<file path="config.mk">
export PLATFORM = sky130hd
export DESIGN_NAME = trial_division_factorizer
export DESIGN_NICKNAME = d
export VERILOG_FILES = /design/src/rtl/tdf_pkg.sv /design/src/rtl/tdf_dpath.sv /design/src/rtl/tdf_ctrl.sv /design/src/rtl/trial_division_factorizer.sv
export SDC_FILE = /design/constraint.sdc
export NUM_CORES = 1
export LEC_CHECK = 0
export ABC_AREA = 1
export BUFFER_PORTS_ARGS = -buffer_cell sky130_fd_sc_hd__buf_2
export CAP_MARGIN = 10
export CORE_MARGIN = 1.5
export CORE_UTILIZATION = 40
export DETAILED_ROUTE_END_ITERATION = 8
export PLACE_DENSITY = 0.58
export REMOVE_ABC_BUFFERS = 1
export SLEW_MARGIN = 20
export SYNTH_ARGS = -nofsm -noshare
export SYNTH_HDL_FRONTEND = slang
export SYNTH_SLANG_ARGS = --single-unit
</file>
<file path="constraint.sdc">
create_clock -name clk_i -period 2.75 [get_ports clk_i]
set_clock_uncertainty 0.1 [all_clocks]
set_input_delay 0.6875 -clock clk_i [delete_from_list [all_inputs] [get_ports clk_i]]
set_output_delay 0.6875 -clock clk_i [all_outputs]
set_load 0.02 [all_outputs]
</file>
<file path="src/rtl/tdf_pkg.sv">
// package for the trial division factorizer
// holds controller states and the command and status structs; no dependencies
package tdf_pkg;

  localparam int NumberBitsDefault = 31;

  typedef enum logic [2:0] {
    StIdle,
    StDivInit,
    StDivRun,
    StDecide,
    StEmit
  } state_e;

  typedef struct packed {
    logic load;      // take a new number, divisor back to two
    logic div_init;  // seed the divider with the current value
    logic div_step;  // one restoring division step
    logic take_quo;  // divisor divides: value becomes the quotient, emit divisor
    logic inc_d;     // try the next divisor
    logic emit_rest; // emit the remaining value as the final factor
  } cmd_t;

  typedef struct packed {
    logic div_done;  // last division step is in progress
    logic d_gt_q;    // divisor above quotient: no more divisors to try
    logic rem_zero;  // divisor divides the value
    logic last;      // held result is the final factor
  } status_t;

endpackage

</file>
<file path="src/rtl/tdf_dpath.sv">
// datapath: value and divisor registers, bit-serial restoring divider,
// result register; depends on tdf_pkg
module tdf_dpath import tdf_pkg::*; #(
  parameter int NumberBits = NumberBitsDefault
) (
  input  logic                  clk_i,
  input  logic                  rst_ni,
  input  cmd_t                  cmd_i,
  input  logic [NumberBits-1:0] number_i,
  output status_t               status_o,
  output logic [NumberBits-1:0] factor_o,
  output logic                  last_o
);

  localparam int CntW = $clog2(NumberBits);
  localparam logic [CntW-1:0] LastStep = CntW'(NumberBits - 1);

  logic [NumberBits-1:0] n_q, n_d;
  logic [NumberBits-1:0] d_q, d_d;
  logic [NumberBits-1:0] rem_q, rem_d;
  logic [NumberBits-1:0] quo_q, quo_d;
  logic [NumberBits-1:0] factor_q, factor_d;
  logic                  last_q, last_d;
  logic [CntW-1:0]       cnt_q, cnt_d;

  logic [NumberBits:0] trial;
  logic [NumberBits:0] diff;

  // shift in the next dividend bit and subtract if it fits
  assign trial = {rem_q, quo_q[NumberBits-1]};
  assign diff  = trial - {1'b0, d_q};

  always_comb begin
    n_d      = n_q;
    d_d      = d_q;
    rem_d    = rem_q;
    quo_d    = quo_q;
    cnt_d    = cnt_q;
    factor_d = factor_q;
    last_d   = last_q;
    if (cmd_i.load) begin
      n_d = number_i;
      d_d = NumberBits'(2);
    end
    if (cmd_i.div_init) begin
      rem_d = '0;
      quo_d = n_q;
      cnt_d = '0;
    end
    if (cmd_i.div_step) begin
      if (!diff[NumberBits]) begin
        rem_d = diff[NumberBits-1:0];
        quo_d = {quo_q[NumberBits-2:0], 1'b1};
      end else begin
        rem_d = trial[NumberBits-1:0];
        quo_d = {quo_q[NumberBits-2:0], 1'b0};
      end
      cnt_d = cnt_q + 1'b1;
    end
    if (cmd_i.take_quo) begin
      n_d      = quo_q;
      factor_d = d_q;
      last_d   = 1'b0;
    end
    if (cmd_i.inc_d) begin
      d_d = d_q + 1'b1;
    end
    if (cmd_i.emit_rest) begin
      factor_d = n_q;
      last_d   = 1'b1;
    end
  end

  always_ff @(posedge clk_i or negedge rst_ni) begin
    if (!rst_ni) begin
      cnt_q <= '0;
    end else begin
      cnt_q <= cnt_d;
    end
  end

  always_ff @(posedge clk_i) begin
    n_q      <= n_d;
    d_q      <= d_d;
    rem_q    <= rem_d;
    quo_q    <= quo_d;
    factor_q <= factor_d;
    last_q   <= last_d;
  end

  assign status_o.div_done = (cnt_q == LastStep);
  assign status_o.d_gt_q   = (d_q > quo_q);
  assign status_o.rem_zero = (rem_q == '0);
  assign status_o.last     = last_q;

  assign factor_o = factor_q;
  assign last_o   = last_q;

endmodule

</file>
<file path="src/rtl/tdf_ctrl.sv">
// controller state machine for the trial division factorizer
// sequences division trials and result transactions; depends on tdf_pkg
module tdf_ctrl import tdf_pkg::*; (
  input  logic    clk_i,
  input  logic    rst_ni,
  input  logic    in_valid_i,
  output logic    in_ready_o,
  output logic    out_valid_o,
  input  logic    out_ready_i,
  input  status_t status_i,
  output cmd_t    cmd_o
);

  state_e state_q, state_d;

  always_ff @(posedge clk_i or negedge rst_ni) begin
    if (!rst_ni) begin
      state_q <= StIdle;
    end else begin
      state_q <= state_d;
    end
  end

  always_comb begin
    state_d = state_q;
    unique case (state_q)
      StIdle: begin
        if (in_valid_i) state_d = StDivInit;
      end
      StDivInit: state_d = StDivRun;
      StDivRun: begin
        if (status_i.div_done) state_d = StDecide;
      end
      StDecide: begin
        priority if (status_i.d_gt_q) state_d = StEmit;
        else if (status_i.rem_zero) state_d = StEmit;
        else state_d = StDivInit;
      end
      StEmit: begin
        if (out_ready_i) state_d = status_i.last ? StIdle : StDivInit;
      end
      default: state_d = StIdle;
    endcase
  end

  always_comb begin
    cmd_o       = '0;
    in_ready_o  = 1'b0;
    out_valid_o = 1'b0;
    unique case (state_q)
      StIdle: begin
        in_ready_o  = 1'b1;
        cmd_o.load  = in_valid_i;
      end
      StDivInit: cmd_o.div_init = 1'b1;
      StDivRun:  cmd_o.div_step = 1'b1;
      StDecide: begin
        priority if (status_i.d_gt_q) cmd_o.emit_rest = 1'b1;
        else if (status_i.rem_zero) cmd_o.take_quo = 1'b1;
        else cmd_o.inc_d = 1'b1;
      end
      StEmit: out_valid_o = 1'b1;
      default: begin
        cmd_o = '0;
      end
    endcase
  end

endmodule

</file>
<file path="src/rtl/trial_division_factorizer.sv">
// trial division factorizer: one number in, its prime factors out in order (0 and 1 come out as themselves)
// each trial divisor passes through the divider init state, a bit-serial restoring division
// over every bit of the value and a decide state; each factor is held in the emit state until
// the sink is ready; trial divisors run up to sqrt(n)
// one item at a time; a new number is taken only after its last factor transaction
// reset clears the controller to idle and the step counter; other datapath regs are not reset
module trial_division_factorizer import tdf_pkg::*; #(
  parameter int NUMBER_BITS = NumberBitsDefault
) (
  input  logic                   clk_i,
  input  logic                   rst_ni,
  input  logic                   in_valid_i,
  output logic                   in_ready_o,
  input  logic [NUMBER_BITS-1:0] number_i,
  output logic                   out_valid_o,
  input  logic                   out_ready_i,
  output logic [NUMBER_BITS-1:0] factor_o,
  output logic                   last_o
);

  cmd_t    cmd;
  status_t status;

  tdf_ctrl u_ctrl (
    .clk_i       (clk_i),
    .rst_ni      (rst_ni),
    .in_valid_i  (in_valid_i),
    .in_ready_o  (in_ready_o),
    .out_valid_o (out_valid_o),
    .out_ready_i (out_ready_i),
    .status_i    (status),
    .cmd_o       (cmd)
  );

  tdf_dpath #(
    .NumberBits (NUMBER_BITS)
  ) u_dpath (
    .clk_i    (clk_i),
    .rst_ni   (rst_ni),
    .cmd_i    (cmd),
    .number_i (number_i),
    .status_o (status),
    .factor_o (factor_o),
    .last_o   (last_o)
  );

endmodule

</file>
==> tab_implementation.tex <==
\begin{tabular}{lr}
\hline
Metric & Value \\
\hline
\multicolumn{2}{l}{\textbf{Power and ir drop}} \\
Combinational share of power & 62.4\% \\
Part of the total power dissipated in sequential elements & 25.4\% \\
Max VDD drop & approximately 0.00055 V \\
Net switching power figure & 9.439 mW \\
Net switching share of the total power & between 40 and 50\% \\
Pleak & 6.500 nW \\
Part of the power in the clock network & between 10\% and 20\% \\
Power density over cell area & 1449 nW/um\^{}2 \\
Internal power component & 10.19 mW \\
\multicolumn{2}{l}{\textbf{Final layout}} \\
Layout cells sized above 1 & between 10\% and 20\% \\
Non-Filler Cell Area, Final & 13540 sq um \\
Leading cell type in the layout, fill and taps excluded & sky130\_fd\_sc\_hd\_\_nand2\_1 \\
Most frequent cells in the layout & sky130\_fd\_sc\_hd\_\_nand2\_1 (450), sky130\_fd\_sc\_hd\_\_inv\_1 (213), sky130\_fd\_sc\_hd\_\_edfxtp\_1 (155) \\
Fillers & 2786 \\
Area overhead of the layout relative to synthesis & 20.45\% \\
Final layout net count & between 1500 and 2000 \\
Number of inserted diodes & 0 \\
\multicolumn{2}{l}{\textbf{Placed design}} \\
Port Buffer Count & between 60 and 70 \\
HPWL after detailed placement & 23440 um \\
Area after DPL & between 10000 and 15000 sq um \\
Gp weighted congestion & between 0.9 and 1 \\
\multicolumn{2}{l}{\textbf{Route}} \\
Initial drt markers & 758 \\
Post-DRT Antenna Nets & 0 \\
Number of vias per cell & a little under 5 \\
Count of unresolved DRC violations after routing & 0 \\
Vias & approximately 10000 \\
Final routed wire length divided by cell count & 15.71 um \\
Final Routed Wirelength & about 32000 um \\
DRT Pass-1 Iters & 5 \\
\multicolumn{2}{l}{\textbf{Die}} \\
I/O pin count & 69 \\
Die outline height & approximately 170 um \\
Initial core utilization & between 40\% and 50\% \\
Placeable core region & about 28000 sq um \\
X dimension of the die & $\sim$170 um \\
Die area & 29120 sq um \\
Standard-cell rows & 61 \\
\multicolumn{2}{l}{\textbf{Yosys}} \\
EDFF count, synth & 155 \\
Number of warnings issued by yosys & 0 \\
Top\_reg\_cell synth & sky130\_fd\_sc\_hd\_\_edfxtp\_1 \\
Synth Cell Area & between 10000 and 15000 sq um \\
Count of unique library cells instantiated by Yosys & 41 \\
Mean instance size in the synthesized netlist & $\sim$7.7 sq um \\
Sequential fraction of the synthesis area & approximately 43\% \\
Share of synthesized flip-flops with an asynchronous set or reset & 4.878\% \\
Cell count after synthesis & 1464 \\
Total of flip-flops plus latches after synthesis & 164 \\
\multicolumn{2}{l}{\textbf{CTS}} \\
Sink Count & 164 \\
Number of buffers on the longest clock path & 2 \\
TritonCTS clock tree & built \\
Root buffer cell & sky130\_fd\_sc\_hd\_\_clkbuf\_16 \\
Maximum level of the CTS H-tree & 4 \\
Total CTS buffers & 17 \\
CTS clk-pin slew, worst paths & 60 ps \\
Clock latency on the worst-skew pair & between 400 and 500 ps \\
\multicolumn{2}{l}{\textbf{GRT}} \\
Number of antenna violations at the first check in global routing & 0 \\
Overflow left after global routing & 0 \\
Global-route wire length before repair & 48490 um \\
GR Util All Layers & 21.65\% \\
Maximum number of pins on one net before global-route repair & 97 \\
Vias in the first global route & around 9300 \\
\multicolumn{2}{l}{\textbf{Timing}} \\
Slew of the pin with the lowest slew margin & around 610 ps \\
Hold slack & $\sim$420 ps \\
Final hold vios & 0 \\
Final min period & 2681 ps \\
Worst relative slew slack & roughly three fifths \\
Finish-stage setup viols & 0 \\
Fin. max-slew vios & 0 \\
FMAX & between 300 and 400 MHz \\
Final critical-path share of the clock period & between 90\% and 100\% \\
Setup repair after global routing missed its margin & true \\
\multicolumn{2}{l}{\textbf{Worst hold path}} \\
Min-Delay Startpoint & u\_dpath.last\_o \\
Hold Path Depth & 2 \\
Kind of path behind the tightest hold check & flop to flop \\
Worst-case hold path end point & u\_dpath.last\_o \\
\multicolumn{2}{l}{\textbf{Worst setup path}} \\
Arrival time worst endpoint & 2760 ps \\
Start-to-end type of the worst setup path & flop to flop \\
Cell depth of the worst flop-to-flop path & 9 \\
Endpoint required time on the critical path & approximately 2800 ps \\
CP max FO & 28 \\
Kind of end point of the critical path & flop \\
Startpoint kind of the worst setup timing path & flop \\
Setup slack on the worst flop-to-flop path & roughly 69 ps \\
Worst flop-to-flop path endpoint & u\_dpath.d\_q[1] \\
Start of the worst register-to-register path & u\_dpath.d\_q[2] \\
\multicolumn{2}{l}{\textbf{Job}} \\
Max-cap check violation count & 0 \\
\multicolumn{2}{l}{\textbf{Run status}} \\
Run status & completed \\
\hline
\end{tabular}
[registers in the layout (all words and copies together) (netlist names)]
signal and count:
u_dpath.d_q 31, u_dpath.factor_o 31, u_dpath.n_q 31, u_dpath.quo_q 31, u_dpath.rem_q 31, u_dpath.cnt_q 5
u_ctrl.state_q 3, u_dpath.last_o 1
[metrics by stage]
stage | util (%) | setup slack, ps | total power [mW] | std cells | TNS (ps)
2_1_floorplan | - | -2749 | 12.69 | 1432 | -322450
3_3_place_gp | 45.46 | -314.6 | 16.49 | 1957 | -35740
3_5_place_dp | 45.46 | -332.8 | 16.61 | 1957 | -39680
4_1_cts | 47.61 | 14.79 | 19.09 | 1988 | 0
5_1_grt | 48.88 | -80.61 | 21.37 | 2012 | -3759
6_report | 48.88 | 69.22 | 19.63 | 2012 | 0
[final cells by class]
cell class | instances | area (sq um) | area share [%]
clock buffers | 19 | 432.9 | 3.197
clock inverters | 11 | 137.6 | 1.016
inverters | 229 | 859.6 | 6.347
multi-input cells | 1039 | 5451 | 40.25
flip-flops and latches | 164 | 4875 | 35.99
well taps | 378 | 473.0 | 3.492
repair buffers | 172 | 1314 | 9.701
[cell families (layout without fill, tap and decap cells)]
family,after synthesis,in the layout,share of synthesized area (%)
simple gates,780,780,30.16
buf+inv,261,431,9.259
compound gates,169,169,7.946
flops,164,164,43.36
fa+ha+maj,66,66,7.412
xor+xnor,24,24,1.870
[cell usage after synthesis (5+ instances only)]
cell | instances | share of area, %
sky130_fd_sc_hd__o21ai_0 | 101 | 4.5
sky130_fd_sc_hd__nand2_2 | 16 | 0.89
sky130_fd_sc_hd__a21oi_1 | 51 | 2.3
sky130_fd_sc_hd__edfxtp_1 | 155 | 41
sky130_fd_sc_hd__nand4_1 | 20 | 1.1
sky130_fd_sc_hd__xor2_1 | 11 | 0.86
sky130_fd_sc_hd__nand3_1 | 47 | 2.1
sky130_fd_sc_hd__buf_2 | 15 | 0.67
sky130_fd_sc_hd__inv_1 | 219 | 7.3
sky130_fd_sc_hd__clkbuf_1 | 11 | 0.37
sky130_fd_sc_hd__nand2_1 | 460 | 15
sky130_fd_sc_hd__nor2_1 | 150 | 5.0
sky130_fd_sc_hd__nor4_1 | 8 | 0.45
sky130_fd_sc_hd__or2_2 | 5 | 0.28
sky130_fd_sc_hd__nand2_4 | 17 | 1.7
sky130_fd_sc_hd__inv_2 | 10 | 0.33
sky130_fd_sc_hd__nand3b_1 | 7 | 0.47
sky130_fd_sc_hd__xnor2_1 | 13 | 1.0
sky130_fd_sc_hd__nor3_1 | 25 | 1.1
sky130_fd_sc_hd__o21bai_1 | 6 | 0.40
sky130_fd_sc_hd__dfrtp_1 | 8 | 1.8
sky130_fd_sc_hd__nor2_2 | 14 | 0.78
sky130_fd_sc_hd__ha_1 | 65 | 7.2
[timing repair]
item	CTS	global route
endpoints found under the hold margin	8	0
gates resized for setup	2	30
pin swaps	1	2
cloned	0	6
buffers inserted	0	18
hold buffers	1	0
endpoints found under the setup margin	188	215
[metal layers]
metal | track usage [%] | wire [um] | vias to the layer above
li1 | - | - | 5047
met5 | 0 | 0 | -
met2 | 36.63 | 14940 | 223
met1 | 29.17 | 14940 | 4631
met3 | 2.660 | 1125 | 38
met4 | 5.848 | 597 | 0
[worst max-delay path by stage]
stage,end,cells after the start,startpoint
2_1_floorplan,u_dpath.cnt_q[3],6,u_ctrl.state_q[2]
3_3_place_gp,u_dpath.factor_o[2],8,u_dpath.d_q[21]
3_5_place_dp,u_dpath.factor_o[13],8,u_dpath.d_q[22]
4_1_cts,u_dpath.rem_q[11],14,u_dpath.d_q[8]
5_1_grt,u_dpath.factor_o[14],15,u_dpath.d_q[10]
6_report,u_dpath.d_q[1],9,u_dpath.d_q[2]
[critical path, stage by stage, from the launching register on]
cell and delay [ps]:
sky130_fd_sc_hd__edfxtp_1 440, sky130_fd_sc_hd__ha_1 330, sky130_fd_sc_hd__nand2_1 80, sky130_fd_sc_hd__buf_4 150, sky130_fd_sc_hd__nor4_4 340, sky130_fd_sc_hd__nand4_1 220, sky130_fd_sc_hd__nand2_2 200, sky130_fd_sc_hd__nand2_2 110
sky130_fd_sc_hd__buf_12 180, sky130_fd_sc_hd__or2_2 270
[power by group through the flow]
| stage | Clock, mW | Combinational [mW] | Sequential [mW] |
|---|---|---|---|
| 4_1_cts | 2.42 | 11.7 | 4.99 |
| 6_report | 2.39 | 12.3 | 4.98 |
| 5_1_grt | 2.51 | 13.8 | 5.10 |
| 3_3_place_gp | 0 | 11.5 | 4.99 |
| 3_5_place_dp | 0 | 11.6 | 5.03 |
| 2_1_floorplan | 0 | 7.69 | 5.00 |
Note: power is estimated with default switching activity, not from simulation.
